**config.mk**
```make
export PLATFORM = sky130hd
export DESIGN_NAME = base64_stream_decoder
export DESIGN_NICKNAME = d
export VERILOG_FILES = /design/src/rtl/core/b64d_pkg.sv /design/src/rtl/core/b64d_group.sv /design/src/rtl/core/b64d_serial.sv /design/src/rtl/core/base64_stream_decoder.sv
export SDC_FILE = /design/constraint.sdc
export NUM_CORES = 1
export LEC_CHECK = 0
export BUFFER_PORTS_ARGS = -buffer_cell sky130_fd_sc_hd__clkbuf_2
export CAP_MARGIN = 20
export CORE_MARGIN = 10
export CORE_UTILIZATION = 40
export DETAILED_ROUTE_END_ITERATION = 7
export PLACE_DENSITY_LB_ADDON = 0.3
export SYNTH_ARGS = -nofsm -noshare
export SYNTH_HDL_FRONTEND = slang
export SYNTH_HIERARCHICAL = 1
export SYNTH_SLANG_ARGS = --single-unit
```
**constraint.sdc**
```tcl
create_clock -name clk -period 9.5 [get_ports clk]
set_input_delay 1.9 -clock clk [delete_from_list [all_inputs] [get_ports clk]]
set_output_delay 1.9 -clock clk [all_outputs]
set_load 0.05 [all_outputs]
```
**src/rtl/core/b64d_pkg.sv**
```systemverilog
// ----------------------------------------------------------------------------
// b64d_pkg
// types, result codes and the character map of the base64 stream decoder
// ----------------------------------------------------------------------------
package b64d_pkg;

  localparam int unsigned CharWidth  = 8;
  localparam int unsigned ByteWidth  = 8;
  localparam int unsigned SymWidth   = 6;
  localparam int unsigned GroupWidth = 3 * SymWidth;
  localparam int unsigned MaxResults = 4;

  typedef enum logic [1:0] {
    KIND_BYTE  = 2'd0,
    KIND_END   = 2'd1,
    KIND_ERROR = 2'd2
  } kind_t;

  typedef struct packed {
    logic                 ok;
    logic                 pad;
    logic [SymWidth-1:0]  val;
  } sym_t;

  typedef struct packed {
    logic [ByteWidth-1:0] data;
    kind_t                kind;
  } result_t;

  // a batch of results caused by one input transaction
  typedef struct packed {
    logic [2:0]               count;
    result_t [MaxResults-1:0] res;
  } batch_t;

  function automatic sym_t map_symbol(input logic [CharWidth-1:0] ch);
    sym_t s;
    s = '{ok: 1'b1, pad: 1'b0, val: '0};
    if (ch >= 8'h41 && ch <= 8'h5A) begin
      s.val = SymWidth'(ch - 8'h41);
    end else if (ch >= 8'h61 && ch <= 8'h7A) begin
      s.val = SymWidth'(ch - 8'h61 + 8'd26);
    end else if (ch >= 8'h30 && ch <= 8'h39) begin
      s.val = SymWidth'(ch - 8'h30 + 8'd52);
    end else if (ch == 8'h2B) begin
      s.val = SymWidth'(62);
    end else if (ch == 8'h2F) begin
      s.val = SymWidth'(63);
    end else if (ch == 8'h3D) begin
      s.pad = 1'b1;
    end else begin
      s.ok = 1'b0;
    end
    return s;
  endfunction

endpackage

```
**src/rtl/core/b64d_group.sv**
```systemverilog
// ----------------------------------------------------------------------------
// b64d_group
// collects 6-bit symbols into groups and builds the result batch of each
// character in one pass, registered into a batch register
// ----------------------------------------------------------------------------
module b64d_group
  import b64d_pkg::*;
(
  input  logic                 clk,
  input  logic                 rst,
  input  logic                 in_valid,
  output logic                 in_ready,
  input  logic [CharWidth-1:0] in_char,
  input  logic                 in_end,
  output logic                 batch_valid,
  input  logic                 batch_take,
  output batch_t               batch
);

  logic [GroupWidth-1:0] group_bits, group_bits_next;
  logic [1:0]            group_count, group_count_next;
  logic [1:0]            pad_count, pad_count_next;
  logic                  error_seen, error_seen_next;
  batch_t                batch_next;
  sym_t                  sym;
  logic [GroupWidth+SymWidth-1:0] full;
  logic [2:0]            pads;
  logic [2:0]            n;
  logic                  accept;

  assign in_ready = !batch_valid || batch_take;
  assign accept   = in_valid && in_ready;
  assign sym      = map_symbol(in_char);
  assign full     = {group_bits, sym.val};
  assign pads     = 3'(pad_count) + 3'(sym.pad);

  always_comb begin
    group_bits_next  = group_bits;
    group_count_next = group_count;
    pad_count_next   = pad_count;
    error_seen_next  = error_seen;
    batch_next       = '0;
    n                = '0;
    if (!error_seen) begin
      if (!sym.ok) begin
        batch_next.res[0] = '{data: '0, kind: KIND_ERROR};
        n                 = 3'd1;
        error_seen_next   = 1'b1;
      end else if (group_count != 2'd3) begin
        group_bits_next  = {group_bits[GroupWidth-SymWidth-1:0], sym.val};
        group_count_next = group_count + 2'd1;
        pad_count_next   = pad_count + 2'(sym.pad);
      end else begin
        // group complete: keep the leading 3 - pads bytes
        batch_next.res[0] = '{data: full[23:16], kind: KIND_BYTE};
        batch_next.res[1] = '{data: full[15:8],  kind: KIND_BYTE};
        batch_next.res[2] = '{data: full[7:0],   kind: KIND_BYTE};
        n                 = (pads >= 3'd3) ? 3'd0 : 3'd3 - pads;
        group_bits_next   = '0;
        group_count_next  = '0;
        pad_count_next    = '0;
      end
    end
    if (in_end) begin
      if (!error_seen_next) begin
        batch_next.res[n[1:0]] = '{data: '0, kind: KIND_END};
        n                      = n + 3'd1;
      end
      group_bits_next  = '0;
      group_count_next = '0;
      pad_count_next   = '0;
      error_seen_next  = 1'b0;
    end
    batch_next.count = n;
  end

  always_ff @(posedge clk) begin
    if (rst) begin
      group_bits  <= '0;
      group_count <= '0;
      pad_count   <= '0;
      error_seen  <= 1'b0;
      batch_valid <= 1'b0;
    end else begin
      if (accept) begin
        group_bits  <= group_bits_next;
        group_count <= group_count_next;
        pad_count   <= pad_count_next;
        error_seen  <= error_seen_next;
        batch_valid <= (n != 3'd0);
      end else if (batch_take) begin
        batch_valid <= 1'b0;
      end
    end
  end

  always_ff @(posedge clk) begin
    if (accept) begin
      batch <= batch_next;
    end
  end

endmodule

```
**src/rtl/core/b64d_serial.sv**
```systemverilog
// ----------------------------------------------------------------------------
// b64d_serial
// holds one result batch and sends its results one transaction per cycle while out_ready is high
// ----------------------------------------------------------------------------
module b64d_serial
  import b64d_pkg::*;
(
  input  logic                 clk,
  input  logic                 rst,
  input  logic                 batch_valid,
  output logic                 batch_take,
  input  batch_t               batch,
  output logic                 out_valid,
  input  logic                 out_ready,
  output logic [ByteWidth-1:0] out_data,
  output kind_t                out_kind,
  output logic                 out_last
);

  batch_t     cur;
  logic [1:0] idx;
  logic       done;

  assign out_last   = ({1'b0, idx} == cur.count - 3'd1);
  assign done       = out_valid && out_ready && out_last;
  assign batch_take = batch_valid && (!out_valid || done);
  assign out_data   = cur.res[idx].data;
  assign out_kind   = cur.res[idx].kind;

  always_ff @(posedge clk) begin
    if (rst) begin
      out_valid <= 1'b0;
      idx       <= '0;
    end else begin
      if (batch_take) begin
        out_valid <= 1'b1;
        idx       <= '0;
      end else if (done) begin
        out_valid <= 1'b0;
        idx       <= '0;
      end else if (out_valid && out_ready) begin
        idx <= idx + 2'd1;
      end
    end
  end

  always_ff @(posedge clk) begin
    if (batch_take) begin
      cur <= batch;
    end
  end

endmodule

```
**src/rtl/core/base64_stream_decoder.sv**
```systemverilog
// ----------------------------------------------------------------------------
// base64_stream_decoder
// one base64 character in per transaction, decoded bytes and status out
// ----------------------------------------------------------------------------
// path: the results of a character pass the batch register, then the output stage
// throughput: one character per cycle while the output keeps up and no batch
//   holds more than one result; each character gives zero to four results,
//   sent one per cycle, while ready, from a batch register and an output stage
// reset: synchronous, clears the group, padding and error state and all valids
module base64_stream_decoder
  import b64d_pkg::*;
(
  input  logic       clk,
  input  logic       rst,
  input  logic       s_axis_tvalid,
  output logic       s_axis_tready,
  input  logic [7:0] s_axis_tdata,   // [7:0] char_in
  input  logic       s_axis_tlast,   // text_end
  output logic       m_axis_tvalid,
  input  logic       m_axis_tready,
  output logic [7:0] m_axis_tdata,   // [7:0] byte_out
  output logic [1:0] m_axis_tuser,   // [1:0] kind
  output logic       m_axis_tlast    // run_last
);

  logic   batch_valid;
  logic   batch_take;
  batch_t batch;
  kind_t  out_kind;

  b64d_group u_group (
    .clk         (clk),
    .rst         (rst),
    .in_valid    (s_axis_tvalid),
    .in_ready    (s_axis_tready),
    .in_char     (s_axis_tdata),
    .in_end      (s_axis_tlast),
    .batch_valid (batch_valid),
    .batch_take  (batch_take),
    .batch       (batch)
  );

  b64d_serial u_serial (
    .clk         (clk),
    .rst         (rst),
    .batch_valid (batch_valid),
    .batch_take  (batch_take),
    .batch       (batch),
    .out_valid   (m_axis_tvalid),
    .out_ready   (m_axis_tready),
    .out_data    (m_axis_tdata),
    .out_kind    (out_kind),
    .out_last    (m_axis_tlast)
  );

  assign m_axis_tuser = out_kind;

endmodule
```
==> key figures <==
Status
  – Status: finished, final reports clean

Synthesis
  – Post-synthesis simple-gate area fraction: 14.36%
  – Ys async rst share: 0%
  – Synthesized instance count: between 300 and 400
  – Share of synthesized cell area in full adder, half adder and majority cells: about 4.6%
  – Predominant post-synthesis flop cell: edfxtp_1
  – Post-synth EDFFs: 75
  – Post-synthesis cell type count: 64
  – Mapped Avg Cell Area: 12.35 um^2
  – Post-Synth XOR/XNOR Area: 1.598%
  – Post-synthesis mux area share: around 4.9%
  – Synthesized area: 4853 um^2
  – Synth Area in Compound Gates: between 10% and 20%
  – Ys Warns: 6
  – Seq/Total Area, Yosys: 57.54%
  – Largest family of logic cells by synthesized area: simple AND/OR/NAND/NOR gates
  – Flops & latches, synth: around 100

Clocking
  – H-tree depth: 3
  – Root Driver: clkbuf_16
  – Hold buffer count at cts: 0
  – Clock buffer count from CTS: 9
  – Clock sinks: around 100
  – CTS Buffer Depth: 2
  – CTS tree: yes
  – Clk_lat worst skew: approximately 0.34 ns
  – Clk slew on worst S/H paths: roughly 0.07 ns
  – Setup Fix Bufs, Post-CTS: 0
  – PostCTS Resize Cnt: 0

Routing
  – DRC Markers: 0
  – DR iter-0 viols: around 280
  – Antenna Nets Post-Route: 0
  – WL per Instance: around 15 um
  – Drt total wl: roughly 8.4 mm
  – Detail-routed via count per cell: ~5.2
  – DRT Pass-1 Iters: 4
  – Vias: roughly 3.0k

STA
  – Setup_tns: 0 ns
  – RSZ-0062 raised after global routing: false
  – Fmax: roughly 210 MHz
  – Slew @ Worst Pin: between 0.9 and 1 ns
  – Final Max Slew Viols: 0
  – Fin crit share: about half
  – Final min period: around 4.7 ns
  – Final Setup Violations: 0
  – Fin. Hold Viols: 0
  – Worst relative slew slack: a little under two fifths
  – Worst Skew: 0.006559 ns

Power and ir drop
  – Switch share: between 20% and 30%
  – Sequential power share: about half
  – P_leak: approximately 1.9 nW
  – Pint: a little under 0.0008 W
  – Comb pwr share: a little under an eighth
  – Switching power: between 0.0002 and 0.0003 W
  – Clk pwr share: 38.1%
  – Worst VDD drop: roughly 81 uV
  – PwrDens: roughly 190 nW/um^2

Floorplanning
  – Die Wd: about 130 um
  – Starting Density: approximately two fifths
  – Die Area: between 15000 and 20000 um^2
  – Core ar.: roughly 12000 um^2
  – Site Rows: 40
  – Die Y: between 100 and 150 um
  – Top Ports: 26

Layout
  – Synth-to-Final Area Change: 10.75%
  – Most common cell after layout, fill and taps aside: edfxtp_1
  – Final #Nets: between 400 and 500
  – Share of cells above drive strength 1: between 15 and 20%
  – Commonest cells after routing, fill and taps aside: edfxtp_1, nand2_1, nor2_1, dfxtp_1
  – # diodes: 0
  – Final Cell Area: 5375 um^2

Placed design
  – Post-place instance area: between 5000 and 6000 um^2
  – Input/output buffers: 25
  – Placer congestion estimate: approximately 0.86
  – Post-DP HPWL: between 5 and 6 mm

GRT
  – Total Routing Usage GR: 10.42%
  – First-pass GRT wire length: about 14 mm
  – Remaining Overflow, GRT: 0
  – Vias in the first global route: around 2.9k
  – Antenna violations before repair: 0
  – Pin count of the biggest net entering global routing: between 40 and 50

Critical path
  – Crit path launch: m_axis_tready
  – Worst EP arrival: roughly 2.9 ns
  – Setup crit end kind: primary output
  – Worst R2R Start: u_serial/idx[0]
  – Crit Path Max Fanout: 9
  – Crit Path Category: in2out
  – CP startpoint kind: primary input
  – CP Data Required Time: approximately 7.6 ns

Min path
  – Hold wc startpoint: u_group/batch[40]
  – Worst hold path class: reg2reg

Flow run
  – Max_cap viols: 0
## sequential cells by signal, indices dropped and copies added, names as in the netlist
signal	cells
u_serial/idx	2
u_serial/out_valid	1
u_group/error_seen	1
u_group/group_bits	18
u_serial/cur	43
u_group/batch	32
u_group/batch_valid	1
u_group/pad_count	2
u_group/group_count	2
## layer usage
layer,vias up,GRT usage (%),wire length [um]
met5,-,0,0
met1,1437,13.92,4059
li1,1477,-,-
met4,0,4.167,104
met3,8,2.353,284
met2,59,16.05,3910
## Yosys cell counts, drive strengths merged, types with 7 or more instances
master   n  area share (%)
inv     21             1.6
nand2   33             2.6
and2    17             2.2
edfxtp  75              46
ha      18             4.6
nand3   20             2.1
xnor2    7             1.4
o21ai    9             1.0
a21oi   27             3.1
buf     22             3.5
mux4    10             4.9
dfxtp   27              11
nand2b   7            0.90
nor2    28             2.2
## through the flow
step                      util [%]  power (W)  setup slack (ns)  instances  hold slack, ns
after detailed placement     42.04  0.0006476             4.102        551          0.4045
after global routing         44.94   0.001073             4.526        568          0.4157
after floorplan                  -  0.0006240             4.041        403          0.4003
final                        44.94   0.001031             4.754        568          0.4174
after CTS                    44.77   0.001039             4.103        567          0.4185
after global placement       42.04  0.0006440             4.165        551          0.4033
## final timing paths
check                          end  slack [ns]  cells after the start
min reg2reg       u_serial/cur[40]        0.42                      0
max                  s_axis_tready        4.75                      4
max reg2reg  u_group/group_bits[2]        5.81                     10
min               u_serial/cur[40]        0.42                      0
## power by group through the flow
stage               Sequential [W]  Clock [W]  Combinational [W]
floorplan                 0.000528          0          0.0000957
global placement          0.000531          0           0.000113
detailed placement        0.000532          0           0.000115
CTS                       0.000522   0.000401           0.000116
global route              0.000524   0.000420           0.000128
finish                    0.000521   0.000392           0.000118
## kinds of logic after synthesis
group / after synthesis
and+or+nand+nor: 134
DFF: 102
AOI/OAI and AO/OA: 73
buffers and inverters: 47
adders and majority gates: 18
muxes: 10
xor gates and xnor gates: 8
other: 1
## cell type report
cell class	instances	area, um^2
clock inverter	7	101.3
tap	147	183.9
timing repair buffer	28	160.2
sequential	102	2793
multi-input combinational	254	1833
fill	1054	6586
inverter	21	78.83
clock buffer	9	225.2
## critical path: stages
cell      delay [ns]
clkbuf_2        0.14
a31o_2          0.32
nand2b_1        0.19
clkbuf_2        0.29
Note: power is estimated with default switching activity, not from simulation.
